==> src/design/lut_color_grade_3d_core_macros.svh <==
// ----------------------------------------------------------------------------
// lut_color_grade_3d_core assertion macros
// Concurrent assertion wrappers, compiled out with NO_ASSERTIONS.
// ----------------------------------------------------------------------------
`ifndef LUT_COLOR_GRADE_3D_CORE_MACROS_SVH
`define LUT_COLOR_GRADE_3D_CORE_MACROS_SVH

`ifndef NO_ASSERTIONS
`define LCG3D_ASSERT_ALWAYS(label, cond, msg) \
    label: assert property (@(posedge clk) disable iff (!rst_n) (1'b1) |-> (cond)) \
        else $error(msg);
`define LCG3D_ASSERT_NEXT(label, pre, post, msg) \
    label: assert property (@(posedge clk) disable iff (!rst_n) (pre) |=> (post)) \
        else $error(msg);
`else
`define LCG3D_ASSERT_ALWAYS(label, cond, msg)
`define LCG3D_ASSERT_NEXT(label, pre, post, msg)
`endif

`endif

==> src/design/lcg3d_pkg.sv <==
// ----------------------------------------------------------------------------
// lcg3d_pkg
// Types, constants and arithmetic helpers for the 3D color table grader.
// ----------------------------------------------------------------------------
package lcg3d_pkg;

    localparam int PIX_W           = 8;
    localparam int GRID_POINTS     = 32;
    localparam int ENTRY_FRAC_BITS = 12;
    localparam int GRID_W          = $clog2(GRID_POINTS);
    localparam int CELL_W          = PIX_W - GRID_W;
    localparam int CELL            = 1 << CELL_W;
    localparam int WT_W            = CELL_W + 1;
    localparam int ENTRY_W         = ENTRY_FRAC_BITS + 1;
    localparam int ADDR_W          = 3 * GRID_W;
    localparam int TABLE_DEPTH     = 1 << ADDR_W;
    localparam int NUM_W           = ENTRY_W + CELL_W;
    localparam int SCALE_W         = NUM_W + PIX_W;
    localparam int SHIFT_W         = CELL_W + ENTRY_FRAC_BITS;
    localparam int Q_W             = SCALE_W - SHIFT_W;
    localparam int PIX_MAX         = (1 << PIX_W) - 1;
    localparam int QUEUE_DEPTH     = 4;
    localparam int QPTR_W          = $clog2(QUEUE_DEPTH);
    localparam int QCNT_W          = QPTR_W + 1;

    localparam logic [GRID_W-1:0] GRID_LAST = GRID_W'(GRID_POINTS - 1);
    localparam logic [GRID_W-1:0] GRID_TOP  = GRID_W'(GRID_POINTS - 2);

    typedef enum logic
    {
        CMD_WRITE = 1'b0,
        CMD_PIXEL = 1'b1
    } cmd_t;

    typedef struct packed
    {
        cmd_t               cmd;
        logic [ADDR_W-1:0]  entry_index;
        logic [ENTRY_W-1:0] entry_red;
        logic [ENTRY_W-1:0] entry_green;
        logic [ENTRY_W-1:0] entry_blue;
        logic [PIX_W-1:0]   pixel_red;
        logic [PIX_W-1:0]   pixel_green;
        logic [PIX_W-1:0]   pixel_blue;
    } req_t;

    typedef struct packed
    {
        logic [PIX_W-1:0] graded_red;
        logic [PIX_W-1:0] graded_green;
        logic [PIX_W-1:0] graded_blue;
    } rsp_t;

    typedef struct packed
    {
        logic [ENTRY_W-1:0] red;
        logic [ENTRY_W-1:0] green;
        logic [ENTRY_W-1:0] blue;
    } entry_t;

    // addr_a: write address or start corner, addr_b: end corner
    typedef struct packed
    {
        cmd_t              cmd;
        logic [ADDR_W-1:0] addr_a;
        logic [ADDR_W-1:0] addr_b;
        entry_t            entry;
        logic [CELL_W-1:0] frac_red;
        logic [CELL_W-1:0] frac_green;
        logic [CELL_W-1:0] frac_blue;
    } op_t;

    typedef struct packed
    {
        logic              full;
        logic              empty;
        logic [QCNT_W-1:0] count;
    } queue_stat_t;

    function automatic logic [GRID_W-1:0] grid_index(input logic [PIX_W-1:0] px);
        logic [GRID_W-1:0] gi;
        gi = px[PIX_W-1 -: GRID_W];
        if (gi >= GRID_LAST)
        begin
            gi = GRID_TOP;
        end
        return gi;
    endfunction

    function automatic logic [NUM_W-1:0] lerp_num(input logic [ENTRY_W-1:0] s,
                                                  input logic [ENTRY_W-1:0] e,
                                                  input logic [CELL_W-1:0]  f);
        logic [WT_W-1:0] wt_s;
        wt_s = WT_W'(CELL) - WT_W'(f);
        return NUM_W'(s) * NUM_W'(wt_s) + NUM_W'(e) * NUM_W'(f);
    endfunction

    function automatic logic [PIX_W-1:0] grade(input logic [NUM_W-1:0] num);
        logic [SCALE_W-1:0] sc;
        logic [Q_W-1:0]     q;
        sc = (SCALE_W'(num) << PIX_W) - SCALE_W'(num);
        q  = sc[SCALE_W-1:SHIFT_W];
        return (q > Q_W'(PIX_MAX)) ? PIX_W'(PIX_MAX) : q[PIX_W-1:0];
    endfunction

endpackage

==> src/design/lcg3d_front.sv <==
// ----------------------------------------------------------------------------
// lcg3d_front
// Request intake: classifies write and pixel requests, forms table addresses.
// ----------------------------------------------------------------------------
module lcg3d_front
    import lcg3d_pkg::*;
(
    input  logic        req_valid,
    input  req_t        req_data,
    output logic        req_stall,
    input  queue_stat_t q_stat,
    output logic        push,
    output op_t         push_op
);

    logic [GRID_W-1:0] gi_red;
    logic [GRID_W-1:0] gi_green;
    logic [GRID_W-1:0] gi_blue;

    assign req_stall = q_stat.full;
    assign push      = req_valid && !q_stat.full;

    always_comb
    begin
        gi_red   = grid_index(req_data.pixel_red);
        gi_green = grid_index(req_data.pixel_green);
        gi_blue  = grid_index(req_data.pixel_blue);

        push_op.cmd        = req_data.cmd;
        push_op.entry      = '{red:   req_data.entry_red,
                               green: req_data.entry_green,
                               blue:  req_data.entry_blue};
        push_op.frac_red   = req_data.pixel_red[CELL_W-1:0];
        push_op.frac_green = req_data.pixel_green[CELL_W-1:0];
        push_op.frac_blue  = req_data.pixel_blue[CELL_W-1:0];
        push_op.addr_b     = {gi_blue + GRID_W'(1), gi_green + GRID_W'(1),
                              gi_red + GRID_W'(1)};
        unique case (req_data.cmd)
            CMD_WRITE:
            begin
                push_op.addr_a = req_data.entry_index;
            end
            CMD_PIXEL:
            begin
                push_op.addr_a = {gi_blue, gi_green, gi_red};
            end
            default:
            begin
                push_op.addr_a = req_data.entry_index;
            end
        endcase
    end

endmodule

==> config.mk <==
export PLATFORM = sky130hd
export DESIGN_NAME = lcg3d_front
export DESIGN_NICKNAME = d
export VERILOG_FILES = /design/src/design/lut_color_grade_3d_core_macros.svh /design/src/design/lcg3d_pkg.sv /design/src/design/lcg3d_front.sv
export SDC_FILE = /design/constraint.sdc
export NUM_CORES = 1
export LEC_CHECK = 0
export BUFFER_PORTS_ARGS = -buffer_cell sky130_fd_sc_hd__buf_2
export CORE_AREA = 2 2 65 67
export DETAILED_ROUTE_END_ITERATION = 7
export DIE_AREA = 0 0 67 69
export GPL_TIMING_DRIVEN = 0
export PLACE_DENSITY_LB_ADDON = 0.1
export SLEW_MARGIN = 10
export SYNTH_ARGS = -nofsm -noshare
export SYNTH_HDL_FRONTEND = slang
export SYNTH_SLANG_ARGS = --single-unit
==> constraint.sdc <==
create_clock -name vclk -period 2.86
set_input_delay 0.858 -clock vclk [all_inputs]
set_output_delay 0.858 -clock vclk [all_outputs]
set_load 0.01 [all_outputs]
Word level (Yosys, flattened, before mapping)

Cells that the tools add are included.

Multipliers: 0
Eq/ne operators: 0
Magnitude comparators: 3
Bitwise gates (word level): 1
Add/sub/neg operators: 3
Divide/modulo/power cells: 0
Shift-type cells: 0
Reductions and logical operators: 2
Multiplexer cells: 4

Operators by type and width:

| kind                | number |
|---|---|
| $pmux 15 s2         | 1 |
| $add 5x1->5 const B | 3 |
| $ge 5x5->1 const B  | 3 |
| $mux 5              | 3 |
| $logic_and 1x1->1   | 1 |
| $logic_not 1->1     | 1 |
| $not 1->1           | 1 |

Memory bits (read-only): 0
Input bits: 85
Latch bits: 0
Flip-flop bits (word level): 0
Output and inout bits: 81
Logic and storage cells: 13
Memories: 0
RAM bits: 0

Longest topological paths before layout

Gate-level depths: netlist of the first run.

Depth after elaboration: 3
Mapped depth: 3
Depth with buffers taken out: 2

Worst setup path before layout of the first run

OpenSTA, ideal clock, no wires.

Kind: input -> output
Start point: input req_data[78] in the netlist's numbering
End point: output push_op[69] in the netlist's numbering
Slack: 586 ps
Cell stages on the path: 3
Required time: 2002 ps
Path buffers: 2
Arrival time: 1416 ps
Cells stage by stage: buf_6 buf_12 mux2_4

RTL lines:

| element            | line              | text |
|---|---|---|
| start: declaration | lcg3d_front.sv:9  | `input req_t req_data,` |
| end: declaration   | lcg3d_front.sv:13 | `output op_t push_op` |

==> metrics.csv, run 1 <==
stage;metric;value;unit
synthesis;synth_top_area_share;43.7;%
placement;pre_cts_ws;0.376;ns
pwr;vdd_ir_drop_max;0.0000678;V
global_route;grt_pass1_wl;4.20;mm
timing;max_freq;0.403;GHz
global_route;grt-ovfl-total;0;
drt;totalWireLength;2.90;mm
synthesis;synth_top_area_cell;buf_4;
timing;setup-violations-final;0;
floorplanning;num_rows;23;
global_route;antenna_found_initial;0;
critical_path;worstSetupEndpointType;output pin;
timing;hold_viol;0;
drt;first_pass_iters;4;
synthesis;post_synth_num_cell_types;20;
cells_and_area;num-fill-cells;436;
placement;io_buffers;113;
synthesis;synth_most_common_cell;buf_4;
timing;fin_crit_sh;86.9;%
critical_path;path_class;in -> out;
cts;post_cts_buffers;0;
pwr;leakage;0.885;nW
cts;cts_hold_buf;0;
timing;finalSetupTns;0;ns
drt;viasPerCell;4.02;
cells_and_area;final_cell_count_no_fill;273;
synthesis;yosysSeqAreaShare;0;%
drt;m1WireLength;971;microns
cts;postCtsResizedCells;0;
cells_and_area;drive_above_1_share;82.5;%
timing;max-slew-margin-rel;89.9;%
timing;setup_slack;0.376;ns
synthesis;ys_warn_count;0;
min_path;holdPathStages;2;
cells_and_area;n_clock_buffer;0;
timing;rsz0062_at_grt;no;
floorplanning;die_area;4620;sq um
placement;dpl.cell_count;273;
run;cap_viol_max_count;0;
critical_path;cp-start-kind;input pin;
pwr;pwr_density_cell;166;nW/um^2
cells_and_area;post-route-util;38.0;%
synthesis;synthTopCellsByArea;buf_4 (44%), mux2_4 (14%), mux2_2 (6.6%), a21oi_1 (5.2%), a31o_2 (3.1%);
drt;vias;1097;
cells_and_area;syn2layout_area_growth;73.2;%
synthesis;syn_nets;195;
drt;drt-initial-drc-count;13;
drt;met2_length;1.53;mm
drt;top_layer;met3;
cells_and_area;multiInputGateArea;452;sq um
floorplanning;core;3910;sq um
critical_path;path_max_fanout;6;
synthesis;syn-cell-area;858;sq um
floorplanning;die_w;67;microns
status;status;finished, final reports clean;
drt;drc;0;
floorplanning;start_util;21.9;%
synthesis;syn_area_per_cell;7.80;sq um
drt;postRouteAntennaNets;0;
critical_path;required;2.00;ns
drt;dr_wl_met3;393;microns
floorplanning;io_pins;166;
global_route;grt_max_degree;11;
cells_and_area;seq_cells;0;
placement;place_congestion;0.697;
placement;post-dp-hpwl;2.58;mm
global_route;grt_usage;10.8;%
timing;slew_violations;0;
synthesis;synthTopCellsByCount;buf_4 (50), a21oi_1 (9), mux2_4 (8), mux2_2 (5);
min_path;min_path_type;in -> out;
floorplanning;die_h;69;microns
cells_and_area;layout.nets;310;
timing;tightest_slew;0.150;ns
cells_and_area;diodes;0;
synthesis;synth_cells;110;
cells_and_area;regArea;0;sq um
drt;wl_per_cell;10.6;microns
global_route;grt_pass1_vias;955;
critical_path;cp.arrival;1.63;ns
timing;fin_crit;2.48;ns
## layer usage
layer | vias to the layer above | global-route usage, %
li1 | 558 | -
met4 | 0 | 0
met5 | - | 0
met3 | 0 | 2.12
met2 | 81 | 21.8
met1 | 458 | 11.6
## cells by family (layout without fill, tap and decap cells)
logic type / Yosys count / after routing / synth area share [%]
simple gates: 24 / 24 / 16.2
mux: 13 / 13 / 20.6
compound gates: 21 / 21 / 15.9
buf+inv: 52 / 165 / 47.4
## layout by cell type, fill, tap and decap left out
cell      instances
buf_2           113
buf_4            50
a21oi_1           9
mux2_4            8
mux2_2            5
nor2b_1           4
nand2_1           4
a31oi_1           4
nand4_1           3
a31o_2            3
and2_1            3
nand3_1           3
nor2_1            3
and2b_2           2
a31o_1            2
a21boi_0          2
buf_6             1
buf_12            1
and3_4            1
a21o_1            1
nand2b_1          1
## metrics by stage
stage / instance area [sq um] / hold WS (ns) / total power, mW
after floorplan: 858 / 1.76 / 0.146
after global placement: 1490 / 1.90 / 0.250
after detailed placement: 1490 / 1.90 / 0.250
after CTS: 1490 / 1.90 / 0.251
after global routing: 1490 / 1.90 / 0.269
final: 1490 / 1.90 / 0.247
## power by group
group | total (mW) | internal [mW] | switching [mW]
registers | 0 | 0 | 0
logic | 0.247 | 0.141 | 0.106
clock network | 0 | 0 | 0
## worst max-delay path, cell delays in order
cell and delay, ns:
buf_2 0.13, and3_4 0.21, mux2_4 0.29, buf_2 0.14
## final timing paths
kind | start | end | slack, ns
setup / recovery | req_data[3] | push_op[61] | 0.38
hold / removal | req_data[55] | push_op[40] | 1.90
## area by class of cell
class                      count  share of cell area (%)
tap                           50                    4.21
multi-input combinational     58                    30.4
buffer                        52                    27.4
timing repair buffer         113                    38.0
No activity file was read; power rests on OpenSTA's default activity.
==> inputs of run 2 (changes only) <==
ABC_AREA = 1   (was not set)
==> run 2 against run 1 <==
Compared with the run above: clock-buffer cell count stayed put; synthesized cell count rose by 43%; final area rose by 0.50%; total power shrank 2.8%; largest power group unchanged; maximum frequency up 2.0%; cell count is 18% higher; global-route usage increased by 0.46 points; synthesized area increased by 0.29%.
==> metrics.csv, run 2 <==
stage;metric;value;unit;change
critical_path;crit_path_frequent_cell;buf_2;;unchanged
timing;tightest_slew;0.165;ns;was 0.150 ns
floorplanning;core;3910;sq um;unchanged
placement;place_congestion;0.768;;was 0.697
synthesis;syn-cell-area;861;sq um;was 858 sq um
critical_path;cp-start-kind;input pin;;unchanged
cells_and_area;post-route-util;38.2;%;was 38.0%
cells_and_area;final_area;1490;sq um;about the same
pwr;power_switching;0.116;mW;was 0.106 mW
synthesis;ys_warn_count;0;;unchanged
synthesis;yosysSeqAreaShare;0;%;unchanged
placement;pre_cts_ws;0.421;ns;was 0.376 ns
timing;slew_violations;0;;unchanged
timing;hold_viol;0;;unchanged
synthesis;post_synth_num_cell_types;12;;was 20
cells_and_area;layout_commonest_cell;buf_2;;unchanged
synthesis;synth_cells;157;;was 110
critical_path;required;2.00;ns;about the same
timing;max-slew-margin-rel;88.9;%;was 89.9%
global_route;grt-ovfl-total;0;;unchanged
critical_path;cp.arrival;1.58;ns;was 1.63 ns
placement;placed_area;1490;sq um;about the same
timing;setup_slack;0.425;ns;was 0.376 ns
min_path;min_path_type;in -> out;;unchanged
synthesis;synth_most_common_cell;buf_4;;unchanged
cells_and_area;n_clock_buffer;0;;unchanged
critical_path;cp_top_family;buffers and inverters;;was multiplexers
drt;vias;1270;;was 1097
cells_and_area;diodes;0;;unchanged
critical_path;worstSetupEndpointType;output pin;;unchanged
floorplanning;io_pins;166;;unchanged
critical_path;path_class;in -> out;;unchanged
cells_and_area;regArea;0;sq um;unchanged
timing;fin_crit;2.43;ns;was 2.48 ns
placement;dpl.cell_count;321;;was 273
synthesis;synth_top_area_cell;buf_4;;unchanged
drt;drc;0;;unchanged
pwr;leakage;1.02;nW;was 0.885 nW
cts;postCtsResizedCells;0;;unchanged
placement;io_buffers;114;;was 113
floorplanning;die_area;4620;sq um;unchanged
drt;viasPerCell;3.96;;was 4.02
cts;cts_hold_buf;0;;unchanged
critical_path;cpPeakStageDelay;0.16;ns;was 0.29 ns
pwr;pwr-share-comb;100.0;%;about the same
pwr;pwr_density_cell;161;nW/um^2;was 166 nW/um^2
critical_path;slowest_stage;buf_6;;was mux2_4
drt;first_pass_iters;4;;unchanged
global_route;antenna_found_initial;0;;unchanged
pwr;p_seq_share;0;%;about the same
cells_and_area;final_cell_count_no_fill;321;;was 273
cells_and_area;syn2layout_area_growth;73.5;%;was 73.2%
timing;hold_slack;1.90;ns;about the same
placement;post-dp-hpwl;2.74;mm;was 2.58 mm
pwr;switching_share;48.1;%;was 42.9%
global_route;grt_pass1_vias;1067;;was 955
pwr;clock_power_share;0;%;about the same
timing;setup-violations-final;0;;unchanged
floorplanning;num_rows;23;;unchanged
cts;post_cts_buffers;0;;unchanged
timing;fin_crit_sh;85.1;%;was 86.9%
cells_and_area;drive_above_1_share;63.5;%;was 82.5%
floorplanning;start_util;22.0;%;was 21.9%
critical_path;crit_buf_inv;4;;was 2
cells_and_area;seq_cells;0;;unchanged
synthesis;synthTopCellsByArea;buf_4 (44%), nand2_1 (20%), inv_1 (10%), nand4_1 (6.5%), o21ai_0 (5.2%);;was buf_4 (44%), mux2_4 (14%), mux2_2 (6.6%), a21oi_1 (5.2%), a31o_2 (3.1%)
cells_and_area;layout.nets;358;;was 310
synthesis;synth_top_area_share;43.6;%;was 43.7%
timing;max_freq;0.411;GHz;was 0.403 GHz
drt;totalWireLength;3.03;mm;was 2.90 mm
critical_path;crit_path_cell_trace;buf_2, inv_2, buf_6, nand2_1, o21ai_1, buf_2;;was buf_2, and3_4, mux2_4, buf_2
status;status;finished, final reports clean;;unchanged
synthesis;syn_nets;242;;was 195
global_route;grt_pass1_wl;4.35;mm;was 4.20 mm
pwr;p_int;0.125;mW;was 0.141 mW
synthesis;synthTopCellsByCount;buf_4 (50), nand2_1 (45), inv_1 (23), nand4_1 (9), o21ai_0 (9);;was buf_4 (50), a21oi_1 (9), mux2_4 (8), mux2_2 (5)
pwr;power;0.240;mW;was 0.247 mW
floorplanning;die_h;69;microns;unchanged
run;cap_viol_max_count;0;;unchanged
pwr;vdd_ir_drop_max;0.0000623;V;was 0.0000678 V
drt;postRouteAntennaNets;0;;unchanged
floorplanning;die_w;67;microns;unchanged
critical_path;path_max_fanout;10;;was 6
synthesis;syn_area_per_cell;5.48;sq um;was 7.80 sq um
cells_and_area;mostFrequentLayoutCells;buf_2 (114), buf_4 (50), nand2_1 (45);;was buf_2 (113), buf_4 (50), a21oi_1 (9)
global_route;grt_max_degree;11;;unchanged
timing;rsz0062_at_grt;no;;unchanged
drt;wl_per_cell;9.43;microns;was 10.6 microns
global_route;grt_usage;11.2;%;was 10.8%
drt;drt-initial-drc-count;19;;was 13
timing;finalSetupTns;0;ns;unchanged
-- run 2: changes by cell type after synthesis, sizes merged, moves of 6 or more --
cell / delta
o21ai: +19
nand2: +43
mux2: -13
inv: +24
a21oi: -9
nand4: +6
-- run 2: final timing paths --
kind	startpoint	end	slack, ns	cells after the start
max	req_data[78]	push_op[76]	0.43	6
min	req_data[1]	push_op[1]	1.90	2
-- run 2: power by group through the flow --
| stage | Clock (mW) | Sequential, mW | Combinational [mW] |
|---|---|---|---|
| finish | 0 | 0 | 0.240 |
| CTS | 0 | 0 | 0.244 |
| global placement | 0 | 0 | 0.243 |
| global route | 0 | 0 | 0.266 |
| detailed placement | 0 | 0 | 0.243 |
| floorplan | 0 | 0 | 0.138 |
-- run 2: cell families (layout without fill, tap and decap cells) --
group / after synthesis / after routing / share of synthesized area, %
buf+inv: 76 / 190 / 56.7
compound gates: 19 / 19 / 12.4
simple gates: 62 / 62 / 31.0
-- run 2: layout make-up --
cell class	count	area, sq um
fill	458	2420
timing repair buffer	114	571
buffer	52	398
multi-input combinational	81	373
inverter	24	90.1
tap	50	62.6
-- run 2: metal layers --
metal	up-vias	global-route usage [%]	wire length [microns]
met5	-	0	0
met4	0	0.907	27
met3	2	1.79	376
met2	82	22.7	1590
met1	518	12.0	1040
li1	668	-	-
