===== src/design/lut_color_grade_3d_core_macros.svh =====
// ----------------------------------------------------------------------------
// lut_color_grade_3d_core assertion macros
// Concurrent assertion wrappers, compiled out with NO_ASSERTIONS.
// ----------------------------------------------------------------------------
`ifndef LUT_COLOR_GRADE_3D_CORE_MACROS_SVH
`define LUT_COLOR_GRADE_3D_CORE_MACROS_SVH

`ifndef NO_ASSERTIONS
`define LCG3D_ASSERT_ALWAYS(label, cond, msg) \
    label: assert property (@(posedge clk) disable iff (!rst_n) (1'b1) |-> (cond)) \
        else $error(msg);
`define LCG3D_ASSERT_NEXT(label, pre, post, msg) \
    label: assert property (@(posedge clk) disable iff (!rst_n) (pre) |=> (post)) \
        else $error(msg);
`else
`define LCG3D_ASSERT_ALWAYS(label, cond, msg)
`define LCG3D_ASSERT_NEXT(label, pre, post, msg)
`endif

`endif


===== src/design/lcg3d_pkg.sv =====
// ----------------------------------------------------------------------------
// lcg3d_pkg
// Types, constants and arithmetic helpers for the 3D color table grader.
// ----------------------------------------------------------------------------
package lcg3d_pkg;

    localparam int PIX_W           = 8;
    localparam int GRID_POINTS     = 32;
    localparam int ENTRY_FRAC_BITS = 12;
    localparam int GRID_W          = $clog2(GRID_POINTS);
    localparam int CELL_W          = PIX_W - GRID_W;
    localparam int CELL            = 1 << CELL_W;
    localparam int WT_W            = CELL_W + 1;
    localparam int ENTRY_W         = ENTRY_FRAC_BITS + 1;
    localparam int ADDR_W          = 3 * GRID_W;
    localparam int TABLE_DEPTH     = 1 << ADDR_W;
    localparam int NUM_W           = ENTRY_W + CELL_W;
    localparam int SCALE_W         = NUM_W + PIX_W;
    localparam int SHIFT_W         = CELL_W + ENTRY_FRAC_BITS;
    localparam int Q_W             = SCALE_W - SHIFT_W;
    localparam int PIX_MAX         = (1 << PIX_W) - 1;
    localparam int QUEUE_DEPTH     = 4;
    localparam int QPTR_W          = $clog2(QUEUE_DEPTH);
    localparam int QCNT_W          = QPTR_W + 1;

    localparam logic [GRID_W-1:0] GRID_LAST = GRID_W'(GRID_POINTS - 1);
    localparam logic [GRID_W-1:0] GRID_TOP  = GRID_W'(GRID_POINTS - 2);

    typedef enum logic
    {
        CMD_WRITE = 1'b0,
        CMD_PIXEL = 1'b1
    } cmd_t;

    typedef struct packed
    {
        cmd_t               cmd;
        logic [ADDR_W-1:0]  entry_index;
        logic [ENTRY_W-1:0] entry_red;
        logic [ENTRY_W-1:0] entry_green;
        logic [ENTRY_W-1:0] entry_blue;
        logic [PIX_W-1:0]   pixel_red;
        logic [PIX_W-1:0]   pixel_green;
        logic [PIX_W-1:0]   pixel_blue;
    } req_t;

    typedef struct packed
    {
        logic [PIX_W-1:0] graded_red;
        logic [PIX_W-1:0] graded_green;
        logic [PIX_W-1:0] graded_blue;
    } rsp_t;

    typedef struct packed
    {
        logic [ENTRY_W-1:0] red;
        logic [ENTRY_W-1:0] green;
        logic [ENTRY_W-1:0] blue;
    } entry_t;

    // addr_a: write address or start corner, addr_b: end corner
    typedef struct packed
    {
        cmd_t              cmd;
        logic [ADDR_W-1:0] addr_a;
        logic [ADDR_W-1:0] addr_b;
        entry_t            entry;
        logic [CELL_W-1:0] frac_red;
        logic [CELL_W-1:0] frac_green;
        logic [CELL_W-1:0] frac_blue;
    } op_t;

    typedef struct packed
    {
        logic              full;
        logic              empty;
        logic [QCNT_W-1:0] count;
    } queue_stat_t;

    function automatic logic [GRID_W-1:0] grid_index(input logic [PIX_W-1:0] px);
        logic [GRID_W-1:0] gi;
        gi = px[PIX_W-1 -: GRID_W];
        if (gi >= GRID_LAST)
        begin
            gi = GRID_TOP;
        end
        return gi;
    endfunction

    function automatic logic [NUM_W-1:0] lerp_num(input logic [ENTRY_W-1:0] s,
                                                  input logic [ENTRY_W-1:0] e,
                                                  input logic [CELL_W-1:0]  f);
        logic [WT_W-1:0] wt_s;
        wt_s = WT_W'(CELL) - WT_W'(f);
        return NUM_W'(s) * NUM_W'(wt_s) + NUM_W'(e) * NUM_W'(f);
    endfunction

    function automatic logic [PIX_W-1:0] grade(input logic [NUM_W-1:0] num);
        logic [SCALE_W-1:0] sc;
        logic [Q_W-1:0]     q;
        sc = (SCALE_W'(num) << PIX_W) - SCALE_W'(num);
        q  = sc[SCALE_W-1:SHIFT_W];
        return (q > Q_W'(PIX_MAX)) ? PIX_W'(PIX_MAX) : q[PIX_W-1:0];
    endfunction

endpackage


===== src/design/lcg3d_queue.sv =====
// ----------------------------------------------------------------------------
// lcg3d_queue
// Small FIFO of decoded operations between intake and table pipeline.
// ----------------------------------------------------------------------------
module lcg3d_queue
    import lcg3d_pkg::*;
(
    input  logic        clk,
    input  logic        rst_n,
    input  logic        push,
    input  op_t         push_op,
    input  logic        pop,
    output op_t         pop_op,
    output queue_stat_t q_stat
);

    op_t               slot_reg [QUEUE_DEPTH];
    logic [QPTR_W-1:0] wr_ptr_reg;
    logic [QPTR_W-1:0] wr_ptr_next;
    logic [QPTR_W-1:0] rd_ptr_reg;
    logic [QPTR_W-1:0] rd_ptr_next;
    logic [QCNT_W-1:0] count_reg;
    logic [QCNT_W-1:0] count_next;

    always_comb
    begin
        wr_ptr_next = push ? wr_ptr_reg + QPTR_W'(1) : wr_ptr_reg;
        rd_ptr_next = pop ? rd_ptr_reg + QPTR_W'(1) : rd_ptr_reg;
        count_next  = count_reg + QCNT_W'(push) - QCNT_W'(pop);
    end

    always_ff @(posedge clk or negedge rst_n)
    begin
        if (!rst_n)
        begin
            wr_ptr_reg <= '0;
            rd_ptr_reg <= '0;
            count_reg  <= '0;
        end
        else
        begin
            wr_ptr_reg <= wr_ptr_next;
            rd_ptr_reg <= rd_ptr_next;
            count_reg  <= count_next;
        end
    end

    always_ff @(posedge clk)
    begin
        if (push)
        begin
            slot_reg[wr_ptr_reg] <= push_op;
        end
    end

    assign pop_op       = slot_reg[rd_ptr_reg];
    assign q_stat.full  = (count_reg == QCNT_W'(QUEUE_DEPTH));
    assign q_stat.empty = (count_reg == '0);
    assign q_stat.count = count_reg;

endmodule


===== config.mk =====
export PLATFORM = sky130hd
export DESIGN_NAME = lcg3d_queue
export DESIGN_NICKNAME = d
export VERILOG_FILES = /design/src/design/lut_color_grade_3d_core_macros.svh /design/src/design/lcg3d_pkg.sv /design/src/design/lcg3d_queue.sv
export SDC_FILE = /design/constraint.sdc
export NUM_CORES = 1
export LEC_CHECK = 0
export BUFFER_PORTS_ARGS = -buffer_cell sky130_fd_sc_hd__buf_2
export CAP_MARGIN = 20
export CORE_MARGIN = 3
export CORE_UTILIZATION = 60
export DETAILED_ROUTE_END_ITERATION = 10
export PLACE_DENSITY = 0.87
export SLEW_MARGIN = 20
export SYNTH_ARGS = -nofsm -noshare
export SYNTH_HDL_FRONTEND = slang
export SYNTH_SLANG_ARGS = --single-unit

===== constraint.sdc =====
create_clock -name clk -period 8.63 [get_ports clk]
set_input_delay 1.726 -clock clk [delete_from_list [all_inputs] [get_ports clk]]
set_output_delay 1.726 -clock clk [all_outputs]
set_load 0.05 [all_outputs]

-- After elaboration in Yosys (flattened, before gate mapping)
Memory sizes are Yosys's and may differ from the RTL's.
Index checks and enable logic that the tools add are counted.
Widths: inputs -> output; s select.
- $mul: 0
- magnitude comparators: 0
- equal/unequal tests: 1
- reductions and logical operators: 1
- shift-type cells: 0
- bitwise logic cells: 0
- div/mod/pow operators: 0
- muxes and demuxes: 2
- add/sub/neg operators: 4
- operators by type and width (kind ; number):
    $add 2x1->2 const B ; 2
    $add 3x1->3 ; 1
    $eq 3x3->1 const B ; 1
    $logic_not 3->1 ; 1
    $sub 3x1->3 ; 1
    $mux 1 ; 2
- RAM bits: 316
- memories kept: 1
- word-level logic and storage cells: 12
- bits in read-only memories: 0
- flip-flop bits (word level): 7
- latch bits: 0
- memory list (name ; depth ; width ; read ports ; clocked after memory_dff ; write ports ; RTL line ; RTL):
    slot_reg ; 4 ; 79 ; 1 ; 0 ; 1 ; lcg3d_queue.sv:17 ; op_t slot_reg [QUEUE_DEPTH];

-- Depth between registers and ports, before layout
Gate-level depths: netlist of run 1.
- depth after elaboration: 2
- gate-level depth with buffers: 7
- depth with buffers taken out: 7

-- Worst setup path before layout of run 1
OpenSTA, ideal clock, no wires.
- path type: input port to flip-flop
- start point: in push
- end point: mem slot_reg[0][0] (netlist name) (enable)
- required time: 8.184 ns
- stages on the path: 1
- setup time: 0.446 ns
- path slack: 4.617 ns
- arrival: 3.567 ns
- buffers on the path: 0
- cell sequence: and2_1
- word-level cells in the longest chain between the ends: 2
- ends and longest elaborated chain (item ; RTL line ; RTL):
    start: declaration ; lcg3d_queue.sv:10 ; input logic push,
    $mux 1 ; lcg3d_queue.sv:50 ; if (push)
    $mux 1 (implied by the code) ; lcg3d_queue.sv:52 ; slot_reg[wr_ptr_reg] <= push_op;
    end: declaration ; lcg3d_queue.sv:17 ;
Every way passes these cells.

==> reports/results.tsv, run 1 <==
metric	value	unit
cts_tree	built	
final_area	0.0140	mm²
hold_viol	0	
rows	50	
irDropWorstVdd	324	µV
period_share	0.561	
worstMarginPinSlew	970	ps
postSynthAreaPerCell	26.6	µm²
wire_per_inst	23.8	µm
reg2reg_slack	6390	ps
synth_top_area_share	0.799	
drt_iter0_markers	333	
holdWs	531	ps
numCtsBuffers	34	
pre_cts_ws	4190	ps
synthDistinctLibCells	17	
ys_warn_count	0	
layout_common_cells	edfxtp_1, buf_2, mux4_2	
crit_path_max_fanout	47	
critPathKind	reg2out	
grt_pass1_vias	5980	
power_leakage	4.85	nW
slew_headroom	0.353	
cts_resized	0	
crit_required	6900	ps
start_util	0.622	
track_usage	0.210	
worst_slack	3790	ps
placed_area	0.0129	mm²
largest_reg_flops	316	
num-fill-cells	1054	
synth_cells	447	
power_density	408	mW/mm²
drive_gt1_frac	0.461	
synth-seq-cells	323	
hold_path_class	reg2reg	
io-pin-count	167	
h-tree-depth	2	
stdcell_count	923	
yosys.area.top_type	edfxtp_1	
cp.arrival	3110	ps
portBuffers	166	
syn-num-nets	537	
tns	0	ps
maxCapViolCount	0	
synth_area_leaders	edfxtp_1, mux4_2, dfrtp_1	
skew	10.1	ps
placedCellCount	860	
critPathCaptureType	primary output	
layout_commonest_cell	edfxtp_1	
final_nets	727	
via_count	5395	
yosysSeqAreaShare	0.814	
start_kind	register	
final_core_util	0.736	
rsz0062_at_grt	false	
ctsHoldBuffers	0	
die_w	147	µm
antenna_found_initial	1	
drc	0	
core_area	0.0191	mm²
ant_nets	0	
total_power	5.72	mW
finalCriticalPeriod	4840	ps
numClockSinks	323	
first_pass_iters	6	
grt_pass1_wl	34400	µm
setup_viol	0	
fmax	0.207	GHz
clk_latency	500	ps
maxSlewViolCount	0	
die_area	0.0215	mm²
gp_congestion	0.723	
wirelength	22000	µm
grt_overflow	0	
syn_area	0.0119	mm²
ctsLongestPathBuffers	3	
syn_to_final_growth	18.2	%
vias_per_cell	5.85	
grt_max_degree	81	
cts_root_buf	clkbuf_16	
path_clk_slew	60	ps
hpwl	12700	µm
fp.dieH	147	µm
status	finished, final reports clean	
postCtsSetupBuffers	0	
## worst max-delay path, cell delays in order (launching register included)
cell and delay, ps:
dfrtp_4 860, buf_4 850, mux4_2 640, buf_2 230
## cell families after synthesis
kind of cell / share of synthesized area
compound gates: 0.000421
xor+xnor: 0.00369
fa+ha+maj: 0.00801
buf+inv: 0.0200
flops: 0.814
mux: 0.150
simple gates: 0.00369
## power breakdown
part / internal [mW] / total, mW / switching (mW)
Clock: 0.904 / 1.46 / 0.554
Sequential: 2.06 / 2.22 / 0.158
Combinational: 0.610 / 2.05 / 1.44
Total: 3.57 / 5.72 / 2.15
## final timing paths
kind	from	end	cells past startpoint
hold reg to reg	wr_ptr_reg[0]$_DFFE_PN0P_	wr_ptr_reg[0]$_DFFE_PN0P_	1
hold / removal	wr_ptr_reg[0]$_DFFE_PN0P_	wr_ptr_reg[0]$_DFFE_PN0P_	1
max in group asynchronous	rst_n	rd_ptr_reg[1]$_DFFE_PN0P_	1
setup reg to reg	wr_ptr_reg[0]$_DFFE_PN0P_	slot_reg[0][3]$_DFFE_PP_	4
setup / recovery	rd_ptr_reg[0]$_DFFE_PN0P_	pop_op[35]	3
min in group asynchronous	rst_n	count_reg[0]$_DFF_PN0_	1
## routing by layer
layer / part of all wire / vias to the layer above / global-route usage
li1: - / 2307 / -
met1: 0.38 / 2832 / 0.278
met2: 0.52 / 215 / 0.353
met3: 0.074 / 41 / 0.0497
met4: 0.025 / 0 / 0.0687
met5: 0 / - / 0
## cells in the mapped netlist, drive strengths merged
master / instances
and2: 4
and3: 1
buf: 17
clkbuf: 1
dfrtp: 7
edfxtp: 316
fa: 1
ha: 6
inv: 6
mux4: 79
nand2: 2
nor3: 1
o21ai: 1
xnor2: 3
xor2: 2
## cell type report
type / count / area, µm² / share of cell area
Sequential cell: 323 / 9670 / 0.689
Multi-Input combinational cell: 100 / 1980 / 0.141
Clock buffer: 49 / 1010 / 0.0720
Timing Repair Buffer: 172 / 888 / 0.0633
Tap cell: 260 / 325 / 0.0232
Clock inverter: 12 / 136 / 0.00972
Inverter: 6 / 22.5 / 0.00160
Antenna cell: 1 / 2.50 / 0.000178
Power figures use the tool's default switching activity.
==> run 2, diff against run 1 <==
Settings changed: CORE_UTILIZATION 60 to 51, PLACE_DENSITY 0.87 to 0.79.
Clock period 8.63 ns to 4.2 ns, I/O delays scaled along.
==> run 2 against run 1 <==
Effect of this change:
- critical path depth stayed put
- design area fell by 0.29%
- power is 100% higher
- routed wire length down 2.4%
- sequential power grew 100%
- core utilization fell by 12 points
- sequential share of layout area up 0.20 points
==> reports/results.tsv, run 2 (same netlist as run 1, synthesis figures left out) <==
metric	value	unit	change
worstMarginPinSlew	906	ps	was 970 ps
setup_viol	0		unchanged
layout_commonest_cell	edfxtp_1		unchanged
crit_path_max_fanout	49		was 47
drt_iter0_markers	325		was 333
ctsHoldBuffers	0		unchanged
total_power	11.5	mW	was 5.72 mW
slew_headroom	0.396		was 0.353
placedCellCount	917		was 860
grt_pass1_wl	32700	µm	was 34400 µm
hpwl	13000	µm	was 12700 µm
antenna_found_initial	2		was 1
cts_tree	built		unchanged
wirelength	21500	µm	was 22000 µm
final_nets	728		was 727
final_area	0.0140	mm²	about the same
layout_common_cells	edfxtp_1, buf_2, mux4_2		unchanged
largest_reg_flops	316		unchanged
numClockSinks	323		unchanged
clk_latency	540	ps	was 500 ps
drive_gt1_frac	0.459		was 0.461
h-tree-depth	1		was 2
period_share	0.848		
vias_per_cell	5.47		was 5.85
num-fill-cells	1535		was 1054
worst_slack	637	ps	was 3790 ps
tns	0	ps	unchanged
ctsLongestPathBuffers	3		unchanged
pre_cts_ws	1120	ps	was 4190 ps
syn_to_final_growth	17.9	%	was 18.2%
portBuffers	166		unchanged
status	finished, final reports clean		unchanged
start_util	0.521		was 0.622
cp.arrival	2720	ps	was 3110 ps
first_pass_iters	4		was 6
start_kind	register		unchanged
cts_resized	0		unchanged
power_density	821	mW/mm²	was 408 mW/mm²
via_count	5336		was 5395
gp_congestion	0.707		was 0.723
placed_area	0.0130	mm²	was 0.0129 mm²
critPathKind	reg2out		unchanged
ant_nets	0		unchanged
reg2reg_depth	4		unchanged
grt_overflow	0		unchanged
wire_per_inst	22.0	µm	was 23.8 µm
path_clk_slew	60	ps	about the same
cts_root_buf	clkbuf_16		unchanged
stdcell_count	975		was 923
hold_path_class	in2async		was reg2reg
critPathCaptureType	primary output		unchanged
grt_max_degree	81		unchanged
numCtsBuffers	31		was 34
maxSlewViolCount	0		unchanged
crit_required	3360	ps	was 6900 ps
fmax	0.281	GHz	
maxCapViolCount	0		unchanged
num_antenna_cells	0		was 1
hold_viol	0		unchanged
irDropWorstVdd	711	µV	was 324 µV
die_w	159	µm	was 147 µm
rsz0062_at_grt	false		unchanged
power_leakage	4.82	nW	was 4.85 nW
drc	0		unchanged
rows	55		was 50
io-pin-count	167		unchanged
finalCriticalPeriod	3560	ps	
fp.dieH	159	µm	was 147 µm
postCtsSetupBuffers	0		unchanged
grt_pass1_vias	5736		was 5980
skew	7.00	ps	was 10.1 ps
core_area	0.0228	mm²	was 0.0191 mm²
track_usage	0.170		was 0.210
die_area	0.0251	mm²	was 0.0215 mm²
[run 2: cell count changes in the layout (fill, tap and decap cells not counted), moves of 3 or more]
cell | before | now
clkbuf_16 | 37 | 31
clkinv_1 | 5 | 11
clkbuf_1 | 8 | 3
clkinv_2 | 1 | 6
clkbuf_8 | 4 | 0
buf_4 | 5 | 8
[run 2: routing by layer]
layer	routed length [µm]	track usage	up-vias
li1	-	-	2301
met1	8340	0.230	2805
met2	11300	0.291	195
met3	1430	0.0323	31
met4	406	0.0422	4
met5	27	0	-
[run 2: stage by stage]
stage | util | hold slack [ps]
after CTS | 0.613 | 114
after global placement | 0.570 | 505
after floorplan | - | 491
after global routing | 0.614 | 120
final | 0.614 | 128
after detailed placement | 0.570 | 529
[run 2: where the power goes]
group          internal [mW]  switching, mW
clock                   1.58           1.10
combinational           1.29           2.96
sequential              4.22          0.322
total                   7.10           4.39
[run 2: path summary, 6_finish.rpt]
kind                                            from                         to  slack [ps]
setup / recovery           rd_ptr_reg[0]$_DFFE_PN0P_                 pop_op[30]         640
hold / removal                                 rst_n     count_reg[1]$_DFF_PN0_         130
setup reg to reg           wr_ptr_reg[1]$_DFFE_PN0P_  slot_reg[1][39]$_DFFE_PP_        2050
hold reg to reg            wr_ptr_reg[0]$_DFFE_PN0P_  wr_ptr_reg[0]$_DFFE_PN0P_         540
max in group asynchronous                      rst_n  rd_ptr_reg[1]$_DFFE_PN0P_        3890
min in group clk                         push_op[57]  slot_reg[0][57]$_DFFE_PP_         510
[run 2: critical path, stage by stage, from the launching register on]
cell and delay, ps:
dfrtp_4 870, buf_12 440, mux4_2 600, buf_2 240
[run 2: final cells by class]
type	instances	area (µm²)	area share
multi-input cells	100	1980	0.141
clock inverters	23	206	0.0148
inverters	6	22.5	0.00161
well taps	313	392	0.0280
clock buffers	34	787	0.0562
flip-flops and latches	323	9670	0.691
repair buffers	176	938	0.0671
==> run 3, diff against run 2 <==
Settings changed: CORE_UTILIZATION 51 to 57, PLACE_DENSITY 0.79 to 0.83.
Clock period 4.2 ns to 3.7 ns, I/O delays scaled along.
==> run 3 against run 2 <==
Effect of this change:
- largest power group unchanged
- die area shrank 10%
- critical endpoint is now pop_op[11]
- critical path depth is the same
- hold slack lost 54 ps
- critical path type unchanged
- via count shrank 0.73%
- flip-flop and latch count is the same
- highest routed layer unchanged
- clock power grew 28%
- first-iteration DRC count shrank 9.8%
- clock skew grew 1.7 ps
- core utilization grew 8.0 points
- design area grew 1.1%
- clock-buffer cell count grew 11
- non-clock buffer count shrank 1
==> reports/results.tsv, run 3 (same netlist as run 1, synthesis figures left out) <==
metric	value	unit	change
grt_pass1_vias	5882		was 5736
crit_required	2960	ps	was 3360 ps
maxSlewViolCount	0		unchanged
hpwl	12900	µm	was 13000 µm
clk_latency	490	ps	was 540 ps
start_util	0.583		was 0.521
numClockSinks	323		unchanged
numCtsBuffers	34		was 31
power_density	950	mW/mm²	was 821 mW/mm²
antenna_found_initial	2		unchanged
vias_per_cell	5.66		was 5.47
track_usage	0.192		was 0.170
setup_viol	0		unchanged
die_w	150	µm	was 159 µm
path_clk_slew	60	ps	about the same
grt_overflow	0		unchanged
final_nets	730		was 728
top_usage_layer	met2		unchanged
cp.arrival	2410	ps	was 2720 ps
crit_path_max_fanout	32		was 49
grt_max_degree	49		was 81
syn_to_final_growth	19.2	%	was 17.9%
portBuffers	166		unchanged
via_count	5297		was 5336
status	finished, final reports clean		unchanged
h-tree-depth	2		was 1
power_leakage	4.90	nW	was 4.82 nW
first_pass_iters	5		was 4
hold_path_class	in2async		unchanged
cp_slowest_cell	dfrtp_4		unchanged
use_met2	0.328		was 0.291
layout_common_cells	edfxtp_1, buf_2, mux4_2		unchanged
maxCapViolCount	0		unchanged
critPathKind	reg2out		unchanged
skew	8.66	ps	was 7.00 ps
core_area	0.0204	mm²	was 0.0228 mm²
ctsLongestPathBuffers	3		unchanged
drive_gt1_frac	0.462		was 0.459
gp_congestion	0.726		was 0.707
io-pin-count	167		unchanged
total_power	13.4	mW	was 11.5 mW
gr-usage-met3	0.0409		was 0.0323
slowest_delay	760	ps	was 870 ps
wirelength	21200	µm	was 21500 µm
wire_per_inst	22.6	µm	was 22.0 µm
grt_pass1_wl	32700	µm	about the same
critPathCaptureType	primary output		unchanged
worstMarginPinSlew	779	ps	was 906 ps
reg2reg_slack	1770	ps	was 2050 ps
r2r-start	wr_ptr_reg[0]$_DFFE_PN0P_		was wr_ptr_reg[1]$_DFFE_PN0P_
finalCriticalPeriod	3150	ps	
fp.dieH	150	µm	was 159 µm
reg2reg_depth	4		unchanged
use_met1	0.247		was 0.230
ant_nets	0		unchanged
drc	0		unchanged
placed_area	0.0130	mm²	about the same
layout_commonest_cell	edfxtp_1		unchanged
largest_reg_flops	316		unchanged
rsz0062_at_grt	false		unchanged
r2r_end	slot_reg[0][10]$_DFFE_PP_		was slot_reg[1][39]$_DFFE_PP_
tns	0	ps	unchanged
start_kind	register		unchanged
postCtsSetupBuffers	0		unchanged
irDropWorstVdd	653	µV	was 711 µV
cts_root_buf	clkbuf_16		unchanged
path_cells	buf_12, mux4_2, buf_2		unchanged
final_core_util	0.695		was 0.614
period_share	0.850		
rows	52		was 55
hold_viol	0		unchanged
slew_headroom	0.481		was 0.396
crit_buf_inv	2		unchanged
die_area	0.0226	mm²	was 0.0251 mm²
cts_resized	0		unchanged
final_area	0.0141	mm²	was 0.0140 mm²
drt_iter0_markers	293		was 325
fmax	0.318	GHz	
ctsHoldBuffers	0		unchanged
cts_tree	built		unchanged
crit_family	flip-flops		unchanged
-- run 3: cell count changes in the layout (fill, tap and decap cells not counted), moves of 2 or more --
cell        delta
clkbuf_16      +6
buf_12         +5
buf_4          -5
clkinv_1       -5
clkbuf_1       +4
clkinv_2       -2
clkinvlp_4     -2
diode_2        +2
-- run 3: layout make-up --
class                      count  area (µm²)
multi-input combinational    100        1980
clock buffer                  45         966
tap                          270         338
sequential                   323        9670
timing repair buffer         175         973
inverter                       6        22.5
clock inverter                15         193
fill                        1220        6220
antenna                        2        5.00
-- run 3: report_power, final --
part           total, mW  leakage, nW  internal, mW  switching [mW]
Clock               3.43        0.567          2.18            1.25
Sequential          5.14         2.98          4.80           0.345
Combinational       4.86         1.35          1.49            3.37
-- run 3: worst max-delay path by stage --
stage                     depth (start not counted)                 startpoint                       end
after floorplan                                   1                       push  slot_reg[0][0]$_DFFE_PP_
after global placement                            3  rd_ptr_reg[0]$_DFFE_PN0P_                pop_op[26]
after detailed placement                          3  rd_ptr_reg[0]$_DFFE_PN0P_                pop_op[16]
after CTS                                         3  rd_ptr_reg[0]$_DFFE_PN0P_                pop_op[11]
after global routing                              3  rd_ptr_reg[0]$_DFFE_PN0P_                pop_op[11]
final                                             3  rd_ptr_reg[0]$_DFFE_PN0P_                pop_op[11]
-- run 3: worst reg2reg max path, stage by stage (launching register included) --
cell	delay [ps]
dfrtp_1	420
inv_1	100
ha_1	140
and2_4	590
buf_12	330
-- run 3: layer usage --
| layer | vias up | wire length (µm) |
|---|---|---|
| met5 | - | 13 |
| met4 | 2 | 541 |
| met3 | 42 | 1030 |
| met2 | 155 | 11300 |
| met1 | 2794 | 8250 |
| li1 | 2304 | - |
-- run 3: metrics by stage --
stage	setup slack, ps	hold WS [ps]	instances
floorplan	673	444	447
global placement	1030	506	874
detailed placement	1010	525	874
CTS	481	58.5	934
global route	395	71.0	935
finish	554	74.1	936
